$ cat config.mk
export PLATFORM = sky130hd
export DESIGN_NAME = bcpg_walker_flat
export DESIGN_NICKNAME = d
export VERILOG_FILES = /design/src/hw/rtl/bcpg_pkg.sv /design/src/hw/rtl/bcpg_if.sv /design/src/hw/rtl/bcpg_walker.sv /design/src/flat_wrapper.sv
export SDC_FILE = /design/constraint.sdc
export NUM_CORES = 1
export LEC_CHECK = 0
export BUFFER_PORTS_ARGS = -buffer_cell sky130_fd_sc_hd__buf_2
export CORE_MARGIN = 5
export CORE_UTILIZATION = 51
export CTS_CLUSTER_DIAMETER = 30
export DETAILED_ROUTE_END_ITERATION = 10
export GPL_TIMING_DRIVEN = 0
export PLACE_DENSITY = 0.73
export RECOVER_POWER = 50
export SLEW_MARGIN = 20
export SYNTH_ARGS = -nofsm -noshare
export SYNTH_HDL_FRONTEND = slang
export SYNTH_SLANG_ARGS = --single-unit
$ cat constraint.sdc
create_clock -name i_clk -period 4.1 [get_ports i_clk]
set_input_delay 0.615 -clock i_clk [delete_from_list [all_inputs] [get_ports i_clk]]
set_output_delay 0.615 -clock i_clk [all_outputs]
set_load 0.005 [all_outputs]
$ cat src/hw/rtl/bcpg_pkg.sv
package bcpg_pkg;

    // Table and frame geometry
    localparam int TABLE_BITS      = 14;
    localparam int ITERATION_TOTAL = 256;
    localparam int CURVE_TOTAL     = 256;
    localparam int CURVE_STRIDE    = 4;
    localparam int VIEW_SIZE       = 320;

    localparam int TABLE_N   = 1 << TABLE_BITS;
    localparam int HALF_N    = TABLE_N / 2;
    localparam int QTR       = TABLE_N / 4;
    localparam int QTR_N     = QTR + 1;
    localparam int QIDX_W    = TABLE_BITS - 1;
    localparam int HALF_VIEW = VIEW_SIZE / 2;

    localparam int CURVE_COUNT = (CURVE_TOTAL + CURVE_STRIDE - 1) / CURVE_STRIDE;
    localparam int CURVE_W     = $clog2(CURVE_COUNT);
    localparam int ITER_W      = $clog2(ITERATION_TOTAL);

    // 2*pi with 30 fraction bits
    localparam longint unsigned TWO_PI_Q30 = 64'd6746518852;
    localparam int ANGLE_ONE_DIV = 235;
    localparam int ANGLE_ONE_STEP = (CURVE_STRIDE << TABLE_BITS) / ANGLE_ONE_DIV;
    localparam longint unsigned ANGLE_TWO_FULL =
        (64'(CURVE_STRIDE) << (TABLE_BITS + 30)) / TWO_PI_Q30;

    // Field widths
    localparam int ANIM_W     = 14;
    localparam int SIZE_W     = 21;
    localparam int OFFSET_W   = 14;
    localparam int SCREEN_W   = 9;
    localparam int COLOR_W    = 7;
    localparam int CFG_IDX_W  = 2;
    localparam int CFG_DATA_W = SIZE_W;
    localparam int SIZE_RESET = 65536;

    // Datapath widths
    localparam int COORD_W     = TABLE_BITS;
    localparam int SINE_W      = TABLE_BITS - 1;
    localparam int MAG_W       = SINE_W - 1;
    localparam int SCALE_MUL   = int'((64'(VIEW_SIZE) * 64'd157079633) / 64'd100000000);
    localparam int SCALE_MUL_W = $clog2(SCALE_MUL + 1) + 1;
    localparam int MUL1_W      = COORD_W + SCALE_MUL_W;
    localparam int PROD_W      = MUL1_W + SIZE_W + 1;
    localparam int TRUNC_SHIFT = 16;
    localparam int FLOOR_SHIFT = 14;
    localparam int TRUNC_BIAS  = (1 << TRUNC_SHIFT) - 1;
    localparam int FLOOR_W     = PROD_W - TRUNC_SHIFT - FLOOR_SHIFT;
    localparam int POS_W       = ((FLOOR_W > OFFSET_W) ? FLOOR_W : OFFSET_W) + 1;
    localparam int CMUL_W      = CURVE_W + 5;
    localparam int ITER_COLOR_SHIFT = 4;
    localparam logic [COLOR_W-1:0] COLOR_HI_MASK = 7'h70;

    localparam logic [63:0] SERIES_DIV [1:12] = '{
        64'd6, 64'd20, 64'd42, 64'd72, 64'd110, 64'd156,
        64'd210, 64'd272, 64'd342, 64'd420, 64'd506, 64'd600
    };

    typedef logic        [TABLE_BITS-1:0] t_angle;
    typedef logic signed [SINE_W-1:0]     t_sine;
    typedef logic signed [COORD_W-1:0]    t_coord;
    typedef logic        [SIZE_W-1:0]     t_size;
    typedef logic signed [OFFSET_W-1:0]   t_offset;

    typedef struct packed {
        t_coord               nx;
        t_coord               ny;
        logic [COLOR_W-1:0]   color;
        logic                 last;
    } t_point;

    typedef enum logic [1:0] {
        F_IDLE,
        F_COS,
        F_SUM
    } t_walk_state;

    typedef enum logic [CFG_IDX_W-1:0] {
        CFG_SIZE_SCALE = 2'd0,
        CFG_X_OFFSET   = 2'd1,
        CFG_Y_OFFSET   = 2'd2
    } t_cfg_reg;

    // First-quadrant sine magnitude, evaluated at elaboration
    function automatic logic [MAG_W-1:0] sine_quarter(input int unsigned r);
        logic [63:0] th;
        logic [63:0] term;
        logic [63:0] sum;
        logic [63:0] val;
        th   = (64'(r) * TWO_PI_Q30) >> TABLE_BITS;
        sum  = th;
        term = th;
        for (int k = 1; k <= 12; k++) begin
            term = (((term * th) >> 30) * th) >> 30;
            term = term / SERIES_DIV[k];
            if (k[0]) sum = sum - term;
            else      sum = sum + term;
        end
        val = (sum * 64'(TABLE_N)) / TWO_PI_Q30;
        return MAG_W'(val);
    endfunction

endpackage

$ cat src/hw/rtl/bcpg_if.sv
interface bcpg_in_if import bcpg_pkg::*; ();
    logic              valid;
    logic              ready;
    logic              start_frame;
    logic [ANIM_W-1:0] anim_time;

    modport source (output valid, start_frame, anim_time, input ready);
    modport sink   (input valid, start_frame, anim_time, output ready);
endinterface


$ cat src/hw/rtl/bcpg_walker.sv
module bcpg_walker import bcpg_pkg::*; (
    input  logic       i_clk,
    input  logic       i_rst_n,
    bcpg_in_if.sink    i_in,
    output t_angle     o_addr_a,
    output t_angle     o_addr_b,
    input  t_sine      i_data_a,
    input  t_sine      i_data_b,
    output logic       o_push,
    output t_point     o_point,
    input  logic       i_room
);

    t_walk_state r_state, n_state;
    t_angle      r_a1, n_a1;
    t_angle      r_a2, n_a2;
    t_coord      r_cx, n_cx;
    t_coord      r_cy, n_cy;
    logic [CURVE_W-1:0] r_curve, n_curve;
    logic [ITER_W-1:0]  r_iter, n_iter;
    t_angle      r_i1;
    t_angle      r_i2;
    t_coord      r_nx;

    logic        w_accept;
    t_angle      w_a1;
    t_angle      w_a2;
    t_coord      w_x;
    t_coord      w_y;
    t_angle      w_i1;
    t_angle      w_i2;
    t_coord      w_ny;
    logic [CMUL_W-1:0]  w_cmul;
    logic [COLOR_W-1:0] w_color;
    logic        w_last;
    logic        w_advance;

    assign w_accept = (r_state == F_IDLE) && i_in.valid;

    // A frame restart overrides the stored walk before the addresses are formed
    assign w_a1 = i_in.start_frame ? TABLE_BITS'(i_in.anim_time) : r_a1;
    assign w_a2 = i_in.start_frame ? TABLE_BITS'(i_in.anim_time) : r_a2;
    assign w_x  = i_in.start_frame ? '0 : r_cx;
    assign w_y  = i_in.start_frame ? '0 : r_cy;
    assign w_i1 = w_a1 + t_angle'(w_x);
    assign w_i2 = w_a2 + t_angle'(w_y);

    assign w_ny = t_coord'(i_data_a) + t_coord'(i_data_b);

    assign w_cmul  = CMUL_W'(r_curve) * CMUL_W'(CURVE_STRIDE);
    assign w_color = (COLOR_W'(w_cmul >> 1) & COLOR_HI_MASK)
                   + COLOR_W'(r_iter >> ITER_COLOR_SHIFT);
    assign w_last  = (r_curve == CURVE_W'(CURVE_COUNT - 1))
                  && (r_iter == ITER_W'(ITERATION_TOTAL - 1));

    assign w_advance = (r_state == F_SUM) && i_room;

    always_comb begin
        n_state = r_state;
        case (r_state)
            F_IDLE: if (i_in.valid) n_state = F_COS;
            F_COS:  n_state = F_SUM;
            F_SUM:  if (i_room) n_state = F_IDLE;
            default: n_state = F_IDLE;
        endcase
    end

    always_comb begin
        i_in.ready = 1'b0;
        o_push     = 1'b0;
        o_addr_a   = r_i1 + t_angle'(QTR);
        o_addr_b   = r_i2 + t_angle'(QTR);
        case (r_state)
            F_IDLE: begin
                i_in.ready = 1'b1;
                o_addr_a   = w_i1;
                o_addr_b   = w_i2;
            end
            F_COS: begin
            end
            F_SUM: begin
                o_push = 1'b1;
            end
            default: begin
            end
        endcase
    end

    always_comb begin
        n_a1    = r_a1;
        n_a2    = r_a2;
        n_cx    = r_cx;
        n_cy    = r_cy;
        n_curve = r_curve;
        n_iter  = r_iter;
        if (w_accept) begin
            n_a1 = w_a1;
            n_a2 = w_a2;
            n_cx = w_x;
            n_cy = w_y;
            if (i_in.start_frame) begin
                n_curve = '0;
                n_iter  = '0;
            end
        end else if (w_advance) begin
            if (r_iter == ITER_W'(ITERATION_TOTAL - 1)) begin
                // end of curve: restart at the origin with the next angle starts
                n_iter = '0;
                n_cx   = '0;
                n_cy   = '0;
                n_a1   = r_a1 + t_angle'(ANGLE_ONE_STEP);
                n_a2   = r_a2 + t_angle'(ANGLE_TWO_FULL);
                if (r_curve == CURVE_W'(CURVE_COUNT - 1)) n_curve = '0;
                else n_curve = r_curve + 1'b1;
            end else begin
                n_iter = r_iter + 1'b1;
                n_cx   = r_nx;
                n_cy   = w_ny;
            end
        end
    end

    always_ff @(posedge i_clk) begin
        if (!i_rst_n) begin
            r_state <= F_IDLE;
            r_a1    <= '0;
            r_a2    <= '0;
            r_cx    <= '0;
            r_cy    <= '0;
            r_curve <= '0;
            r_iter  <= '0;
        end else begin
            r_state <= n_state;
            r_a1    <= n_a1;
            r_a2    <= n_a2;
            r_cx    <= n_cx;
            r_cy    <= n_cy;
            r_curve <= n_curve;
            r_iter  <= n_iter;
        end
    end

    always_ff @(posedge i_clk) begin
        if (w_accept) begin
            r_i1 <= w_i1;
            r_i2 <= w_i2;
        end
        if (r_state == F_COS) begin
            r_nx <= t_coord'(i_data_a) + t_coord'(i_data_b);
        end
    end

    assign o_point = '{nx: r_nx, ny: w_ny, color: w_color, last: w_last};

endmodule

$ cat src/flat_wrapper.sv
// flat-port wrapper written by rule: the top's interface ports become plain ports
module bcpg_walker_flat import bcpg_pkg::*;
  (i_clk, i_rst_n, o_addr_a, o_addr_b, i_data_a, i_data_b, o_push, o_point, i_room, i_in_valid, i_in_start_frame, i_in_anim_time, i_in_ready);
  bcpg_in_if i_in_i ();
  input  logic i_clk;
  input  logic i_rst_n;
  output t_angle o_addr_a;
  output t_angle o_addr_b;
  input  t_sine i_data_a;
  input  t_sine i_data_b;
  output logic o_push;
  output t_point o_point;
  input  logic i_room;
  input wire logic [$bits(i_in_i.valid)-1:0] i_in_valid;
  input wire logic [$bits(i_in_i.start_frame)-1:0] i_in_start_frame;
  input wire logic [$bits(i_in_i.anim_time)-1:0] i_in_anim_time;
  output wire logic [$bits(i_in_i.ready)-1:0] i_in_ready;
  assign i_in_i.valid = i_in_valid;
  assign i_in_i.start_frame = i_in_start_frame;
  assign i_in_i.anim_time = i_in_anim_time;
  assign i_in_ready = i_in_i.ready;
  bcpg_walker u_core (.i_clk(i_clk), .i_rst_n(i_rst_n), .i_in(i_in_i), .o_addr_a(o_addr_a), .o_addr_b(o_addr_b), .i_data_a(i_data_a), .i_data_b(i_data_b), .o_push(o_push), .o_point(o_point), .i_room(i_room));
endmodule
======== After elaboration in Yosys (flattened, before gate mapping) ========
Cells that the tools add are included.
storage, ports and cells
  register bits ........................... 114
  bits of input ports ..................... 45
  output and inout port bits .............. 66
  logic and storage cells ................. 69
cells by class
  add/sub/neg operators ................... 10
  equal/unequal tests ..................... 7
  mux-type cells .......................... 32
  reduce and logical (&&, ||, !) cells .... 10
operator list
  operator                                         count
  2-to-1 mux 14 bit                                18
  2-to-1 mux 8 bit                                 4
  2-to-1 mux 6 bit                                 5
  adder 14 x 13 -> 14 bit (second input constant)  2
  adder 14 bit                                     2
  adder 13 x 13 -> 14 bit                          1
  adder 14 bit (second input constant)             1
  adder 14 x 9 -> 14 bit (second input constant)   1
  adder 8 x 1 -> 8 bit (second input constant)     1
  == test 8 bit (second input constant)            1
  adder 7 x 4 -> 7 bit                             1
  adder 6 x 1 -> 6 bit (second input constant)     1
  == test 6 bit (second input constant)            1
  != test 2 bit (second input constant)            3
  case mux 2 bit (3 select lines)                  1
  AND reduction 2 bit                              3
  2-to-1 mux 2 bit                                 2
  nonzero test 2 bit                               2
  logical AND 1 bit                                3
  AND reduction 3 bit                              1
  == test 2 x 1 -> 1 bit (second input constant)   1
  == test 2 bit (second input constant)            1
  logical NOT 2 bit                                1
  2-to-1 mux 1 bit                                 2

======== Logic depth before layout (Yosys ltp) ========
Gate-level depths: netlist of run 1.
  depth after elaboration ................. 5
  mapped depth ............................ 13
  depth with buffers taken out ............ 11

======== Worst setup path after synthesis of run 1 ========
Ideal clock, no wire load.
  kind .................................... input to output
  start point ............................. input port i_in_start_frame
  end point ............................... output port o_addr_a[13]
  data arrival time ....................... 2.945 ns
  required time ........................... 3.485 ns
  slack ................................... 0.540 ns
  cell stages on the path ................. 12
  cell sequence ........................... buf_2 > clkbuf_1 > clkbuf_1 > nand2b_1 > inv_1 > ha_1 > a21o_1 > nand4_1 > a21oi_1 > a2111oi_2 > nor4_1 > a311oi_1
between the ends
  longest elaborated chain between the ends .. 3
  elaborated cells on any way between the ends .. 4
  classes of those cells .................. 1 x add/sub; 3 x mux
ends and longest elaborated chain
  what                                  line                                  source
  start, declared                       flat_wrapper.sv:15                    input wire logic [$bits(i_in_i.start_frame)-1:0] i_in_start_frame;
  2-to-1 mux 14 bit (on tied branches)  bcpg_walker.sv:41, bcpg_walker.sv:43
  adder 14 bit *                        bcpg_walker.sv:45                     assign w_i1 = w_a1 + t_angle'(w_x);
  2-to-1 mux 14 bit *                   bcpg_walker.sv:73                     case (r_state)
  end, declared                         flat_wrapper.sv:7                     output t_angle o_addr_a;
Mark *: on every way between the ends. The rest lies on a longest branch, timed or not.

======== Worst setup path in the final report of run 1 ========
Ends and elaborated chain as after synthesis.

==> results of run 1 <==
[through the flow]
stage / worst slack [ps] / TNS, ps / util, %
2_1_floorplan: 540 / 0 / -
3_3_place_gp: -360 / -793 / 57.4
3_5_place_dp: -331 / -882 / 57.4
4_1_cts: 40.5 / 0 / 61.5
5_1_grt: -83.7 / -99.9 / 61.7
6_report: 91.3 / 0 / 61.7
[worst reg2reg max path: cells and delay by family (launching register included)]
family / cells / cell delay (ps)
xor+xnor: 1 / 130
compound gates: 6 / 1550
buf+inv: 1 / 70
flops: 1 / 370
fa+ha+maj: 1 / 380
[path summary, 6_finish.rpt]
path / to / slack [ps] / cells after the start
setup / recovery: o_addr_a[13] / 90 / 11
hold / removal: u_core.r_cy[12]$_SDFFE_PN0P_ / 460 / 1
setup reg to reg: u_core.r_i1[13]$_DFFE_PP_ / 1320 / 9
hold reg to reg: u_core.r_cy[12]$_SDFFE_PN0P_ / 460 / 1
[cell usage after synthesis, types with 22 or more instances]
cell,instances,area share [%]
edfxtp_1,42,18
a22oi_1,22,2.3
o21ai_0,66,4.6
dfxtp_1,72,20
ha_1,43,7.5
a21oi_1,62,4.3
nor2b_1,32,2.8
nor2_1,69,3.6
xnor2_1,46,5.6
inv_1,45,2.3
nand2_1,101,5.3
clkbuf_1,23,1.2
[what timing repair did]
action	in CTS	in global routing
endpoints found under the setup margin	10	9
pin swaps	0	1
gates resized for setup	9	12
[kinds of logic (layout without fill, tap and decap cells)]
logic type      Yosys count  after routing  share of synthesized area [%]
compound gates          235            235                           21.1
xor+xnor                 61             61                           7.42
fa+ha+maj                46             46                           8.31
buf+inv                  88            228                           5.20
flops                   114            114                           37.6
mux                      13             13                           1.96
simple gates            278            278                           18.5
[flip-flops by register name, indices dropped and copies added, names as in the netlist]
| name | cells |
|---|---|
| u_core.r_a1 | 14 |
| u_core.r_a2 | 14 |
| u_core.r_curve | 6 |
| u_core.r_cx | 14 |
| u_core.r_cy | 14 |
| u_core.r_i1 | 14 |
| u_core.r_i2 | 14 |
| u_core.r_iter | 8 |
| u_core.r_nx | 14 |
| u_core.r_state | 2 |
[layout by cell type (no fill, tap or decap), drive strengths merged, types with 9 or more instances in the layout]
master and instances:
a21o 15, a21oi 65, a22oi 22, buf 114, clkbuf 52, dfxtp 72, edfxtp 42, ha 43
inv 48, mux2 9, nand2 102, nand2b 9, nand3 18, nand4 9, nor2 71, nor2b 32
nor3 9, o21a 11, o21ai 68, xnor2 46, xor2 15
[layout make-up]
cell class              count  area share [%]
flip-flops and latches    114            31.6
inverters                  48            2.13
multi-input cells         633            48.7
clock inverters            14            1.36
repair buffers            108            6.20
well taps                 180            2.63
clock buffers              18            5.01
plain buffers              40            2.35
[power by group through the flow]
| stage | clock network [µW] | registers [µW] | logic (µW) |
|---|---|---|---|
| 3_5_place_dp | 0 | 1310 | 601 |
| 4_1_cts | 1370 | 1290 | 609 |
| 6_report | 1370 | 1290 | 612 |
| 3_3_place_gp | 0 | 1310 | 595 |
| 5_1_grt | 1430 | 1300 | 678 |
| 2_1_floorplan | 0 | 1300 | 390 |
[layer usage]
layer  track usage (%)  routed length (µm)
met1              31.7                8700
met2              36.4                8740
met3              4.98                1410
met4              10.7                 699
met5                 0                   0
==> flow_summary.yaml, run 1 <==
synthesis:
  yosys_warnings: 0
  ys_ff_latch: 114
  synthFlopType: "dfxtp_1"
  netlist_instances: 835
  synth-edff-count: 42
  yosysSeqAreaShare_pct: 37.6
  syn_area_per_cell_um2: 8.62
  syn_area_um2: 7200
  ys_types: 73
  syn_nets: 926
  synthArstFlopShare_pct: 0
sta:
  max_slew_margin_pct: 13.1
  slew_viol_final: 0
  setup_viol: 0
  tightest_slew_ps: 1300
  period_share_pct: 97.8
  final-hold-violation-count: 0
  hold_ws_ps: 464
  fmax_mhz: 249
  rsz0062_at_grt: "true"
  min_period_ps: 4010
  skew_ps: 8.15
worst_setup_path:
  critPathTopFamily: "compound AO/OA/AOI/OAI gates"
  critPathRequiredTime_ps: 3480
  cp_max_fo: 10
  path_buf_inv: 3
  r2r_start: "u_core.r_a1[3]$_SDFFE_PN0P_"
  critical-path-max-stage-delay_ps: 420
  path_cells: "buf_2, clkbuf_1, o21ai_0, ha_1, a21o_1, a21oi_1, a21oi_1, a2111oi_4, nor4_1, a311oi_1, buf_2"
  worstSetupStartpointType: "primary input"
  crit_slowest_cell: "a2111oi_4"
  crit_path_end_kind: "output pin"
  crit_arrival_ps: 3390
  crit_start: "i_in_start_frame"
  criticalPathCategory: "primary input to output pin"
cts:
  clk_latency_ps: 420
  cts_tree: "done"
  clock-sinks: 114
  cts_setup_buffers: 0
  cts_made_buffers: 17
  cts-htree-levels: 4
  clk_pin_slew_ps: 50
  holdBufCountCts: 0
  cts.path.max_buffers: 2
  root_buffer: "clkbuf_16"
layout:
  finish.net_count: 1053
  final_cell_area_um2: 8560
  drive_above_1_share_pct: 19.2
  final_cells: 1155
  seqCellArea_um2: 2700
  diodes: 0
  fillerInstances: 1264
  multiInputGateArea_um2: 4170
  syn2layout_area_growth_pct: 18.9
floorplanning:
  start_util_pct: 51.8
  fp-row-count: 43
  core_um2: 13900
  die_h_um: 129
  die-area_um2: 16600
  pin_count: 111
  dieWidth_um: 129
pwr:
  p_clk_share_pct: 41.8
  p_seq_share_pct: 39.5
  power_uw: 3270
  p_leak_uw: 0.00366
  powerDensity_nw_per_um2: 382
  internal_power_uw: 2320
  combPwrFrac_pct: 18.7
  swShare_pct: 29.0
  power.switching_uw: 948
  vdd_ir_drop_max_mv: 0.249
global_route:
  grt_max_degree: 38
  antenna_found_initial: 0
  gr-total-overflow: 0
  grt_pass1_wl_mm: 30.5
  grt_pass1_vias: 6080
  grt_usage_pct: 23.5
drt:
  viasPerCell: 5.65
  drc: 0
  drt_iter0_markers: 539
  post_drt_wl_per_cell_um: 16.9
  drt_pass1_iterations: 5
  ant_nets: 0
  wl_mm: 19.6
  num_vias: 6523
placement:
  numPlacedInstances: 1123
  routabilityCongestion: 0.897
  place_area_um2: 7970
  io_buffer_count: 108
  hpwl_mm: 14.7
worst_hold_path:
  hp-start: "u_core.r_cy[12]$_SDFFE_PN0P_"
  hold_path.class: "register to register"
job:
  drv_cap: 0
outcome:
  outcome: "finished, final reports clean"
Power figures use the tool's default switching activity.
==> inputs of run 2 (changes only) <==
--- a/config.mk
+++ b/config.mk
@@ -5,13 +5,14 @@
 export SDC_FILE = /design/constraint.sdc
 export NUM_CORES = 1
 export LEC_CHECK = 0
-export BUFFER_PORTS_ARGS = -buffer_cell sky130_fd_sc_hd__buf_2
+export ABC_AREA = 1
+export BUFFER_PORTS_ARGS = -buffer_cell sky130_fd_sc_hd__clkbuf_2
 export CORE_MARGIN = 5
 export CORE_UTILIZATION = 51
 export CTS_CLUSTER_DIAMETER = 30
 export DETAILED_ROUTE_END_ITERATION = 10
 export GPL_TIMING_DRIVEN = 0
-export PLACE_DENSITY = 0.73
+export PLACE_DENSITY = 0.72
 export RECOVER_POWER = 50
 export SLEW_MARGIN = 20
 export SYNTH_ARGS = -nofsm -noshare
==> flow_summary.yaml, run 2 <==
worst_hold_path:
  whs_path_depth: 2
  hold_path_end: "u_core.r_cx[2]$_SDFFE_PN0P_"
  hold_path.class: "register to register"
  hp-start: "u_core.r_cx[2]$_SDFFE_PN0P_"
floorplanning:
  die_h_um: 135
  pin_count: 111
  die-area_um2: 18200
  dieWidth_um: 135
  fp-row-count: 45
  start_util_pct: 52.1
  core_um2: 15300
worst_setup_path:
  crit_slowest_cell: "fa_1"
  reg2reg_to: "u_core.r_a2[7]$_SDFFE_PN0P_"
  reg2reg_slack_ps: 780
  path_buf_inv: 5
  cp_common_cell: "nand2_1"
  critPathTopFamily: "buffers and inverters"
  cp_max_fo: 10
  path_cells: "buf_2, buf_2, buf_2, nand2_1, nand2_1, ha_1, inv_1, fa_1, o21ai_1, nand3_1, nand2_1, xor2_1, nand2_1, nand2_1, clkbuf_2"
  crit_arrival_ps: 3220
  critPathRequiredTime_ps: 3480
  critical-path-max-stage-delay_ps: 400
  worstSetupStartpointType: "primary input"
  r2r_start: "u_core.r_state[0]$_SDFFE_PN0P_"
  crit_path_end_kind: "output pin"
  reg2reg_depth: 8
  criticalPathCategory: "primary input to output pin"
cts:
  cts.path.max_buffers: 2
  cts_made_buffers: 17
  clk_pin_slew_ps: 50
  cts_setup_buffers: 0
  holdBufCountCts: 0
  cts_tree: "done"
  root_buffer: "clkbuf_16"
  clk_latency_ps: 420
  cts_resized: 0
  clock-sinks: 114
  cts-htree-levels: 4
synthesis:
  ys_types: 42
  synth.most_common_cell: "nand2_1"
  synthTopCellsByArea: "dfxtp_1 (18%), nand2_1 (17%), edfxtp_1 (16%), ha_1 (6.8%), inv_1 (6.7%)"
  syn_nets: 1264
  yosys_warnings: 0
  synthFlopType: "dfxtp_1"
  syn_area_um2: 7950
  synth-edff-count: 42
  synth_top_area_share_pct: 18.1
  synthArstFlopShare_pct: 0
  syn_area_per_cell_um2: 6.78
  netlist_instances: 1173
  ys_ff_latch: 114
  yosysSeqAreaShare_pct: 34.0
  synth_common_cells: "nand2_1 (358), inv_1 (142), a21oi_1 (105)"
  yosys.area.top_type: "dfxtp_1"
pwr:
  power_uw: 3350
  p_leak_uw: 0.00430
  vdd_ir_drop_max_mv: 0.300
  powerDensity_nw_per_um2: 364
global_route:
  use_met2_pct: 38.2
  grt_pass1_vias: 7290
  globalRouteMet3Util_pct: 4.06
  grt_max_degree: 38
  grt_usage_pct: 24.8
  grt-busiest-layer: "met2"
  grt_pass1_wl_mm: 36.1
  gr-total-overflow: 0
  antenna_found_initial: 0
  grt_use_met1_pct: 34.5
placement:
  hpwl_mm: 17.5
  routabilityCongestion: 0.982
  numPlacedInstances: 1492
  io_buffer_count: 108
drt:
  drc: 0
  viasPerCell: 5.22
  drt_iter0_markers: 759
  drt_pass1_iterations: 5
  num_vias: 7962
  ant_nets: 0
  wl_mm: 22.3
  post_drt_wl_per_cell_um: 14.6
layout:
  finish.net_count: 1391
  final_common_cell: "nand2_1"
  final_cells: 1524
  layout_common_cells: "nand2_1 (365), inv_1 (142), a21oi_1 (105), clkbuf_2 (104), nor2_1 (96)"
  diodes: 0
  syn2layout_area_growth_pct: 15.7
  utilization_pct: 60.3
  drive_above_1_share_pct: 12.3
sta:
  fmax_mhz: 261
  min_period_ps: 3840
  max_slew_margin_pct: 17.3
  final-hold-violation-count: 0
  hold_ws_ps: 466
  slew_viol_final: 0
  setup_viol: 0
  period_share_pct: 93.6
  fin_setup_tns_ps: 0
  tightest_slew_ps: 1240
  rsz0062_at_grt: "false"
  skew_ps: 8.73
job:
  drv_cap: 0
outcome:
  outcome: "finished, final reports clean"
==> run 2: cell types whose count changed after synthesis, moves of 11 or more <==
cell      change
a21o_1       -12
and2_1       +16
nor2b_1      -32
clkbuf_1     -11
o21ai_1      +12
xnor2_1      -43
a22oi_1      -22
nand2_1     +257
nor2_1       +25
a21oi_1      +43
inv_1        +97
nand3_1      +64
==> run 2: report_power, final <==
part	total, µW	internal, µW	switching (µW)
clock network	1410	897	510
registers	1290	1250	37.2
logic	655	225	429
total	3350	2370	977
==> run 2: worst min-delay path, stage by stage (launching register included) <==
cell     delay [ps]
dfxtp_1         310
nand2_1          60
a21oi_1          50
==> run 2: cell families (layout without fill, tap and decap cells) <==
kind of cell / count (synthesis) / in the layout / synth area share, %
xor+xnor: 26 / 26 / 2.87
buf+inv: 189 / 329 / 9.97
mux: 1 / 1 / 0.126
flops: 114 / 114 / 34.0
fa+ha+maj: 46 / 46 / 7.53
compound gates: 198 / 198 / 13.3
simple gates: 599 / 599 / 32.2
==> run 2: worst max-delay path by stage <==
| stage | start | endpoint | slack, ps | depth (start not counted) |
|---|---|---|---|---|
| finish | i_in_start_frame | o_addr_a[8] | 260 | 15 |
| global route | i_in_start_frame | o_addr_a[10] | 30 | 17 |
| CTS | i_in_start_frame | o_addr_a[8] | 220 | 15 |
| detailed placement | i_in_start_frame | o_addr_a[8] | 220 | 15 |
| global placement | i_in_start_frame | o_addr_a[8] | 240 | 15 |
| floorplan | i_in_start_frame | o_addr_b[8] | 790 | 16 |
==> run 2: routing by layer <==
layer  wire length, µm  vias to the layer above
met4               664                        0
li1                  -                     4065
met2              9740                      319
met3              1660                       47
met1             10300                     3531
met5                 0                        -
==> run 2: metrics by stage <==
step	cell area (µm²)	setup WS, ps
floorplan	7950	787
detailed placement	8750	224
global route	9200	25.9
finish	9200	264
global placement	8750	242
CTS	9310	224
==> run 2: layout make-up <==
type,instances,area (µm²)
Multi-Input combinational cell,870,4380
Clock buffer,27,504
Sequential cell,114,2700
Inverter,146,552
Timing Repair Buffer,108,533
Buffer,43,208
Fill cell,1490,6060
Tap cell,211,264
Clock inverter,5,52.6
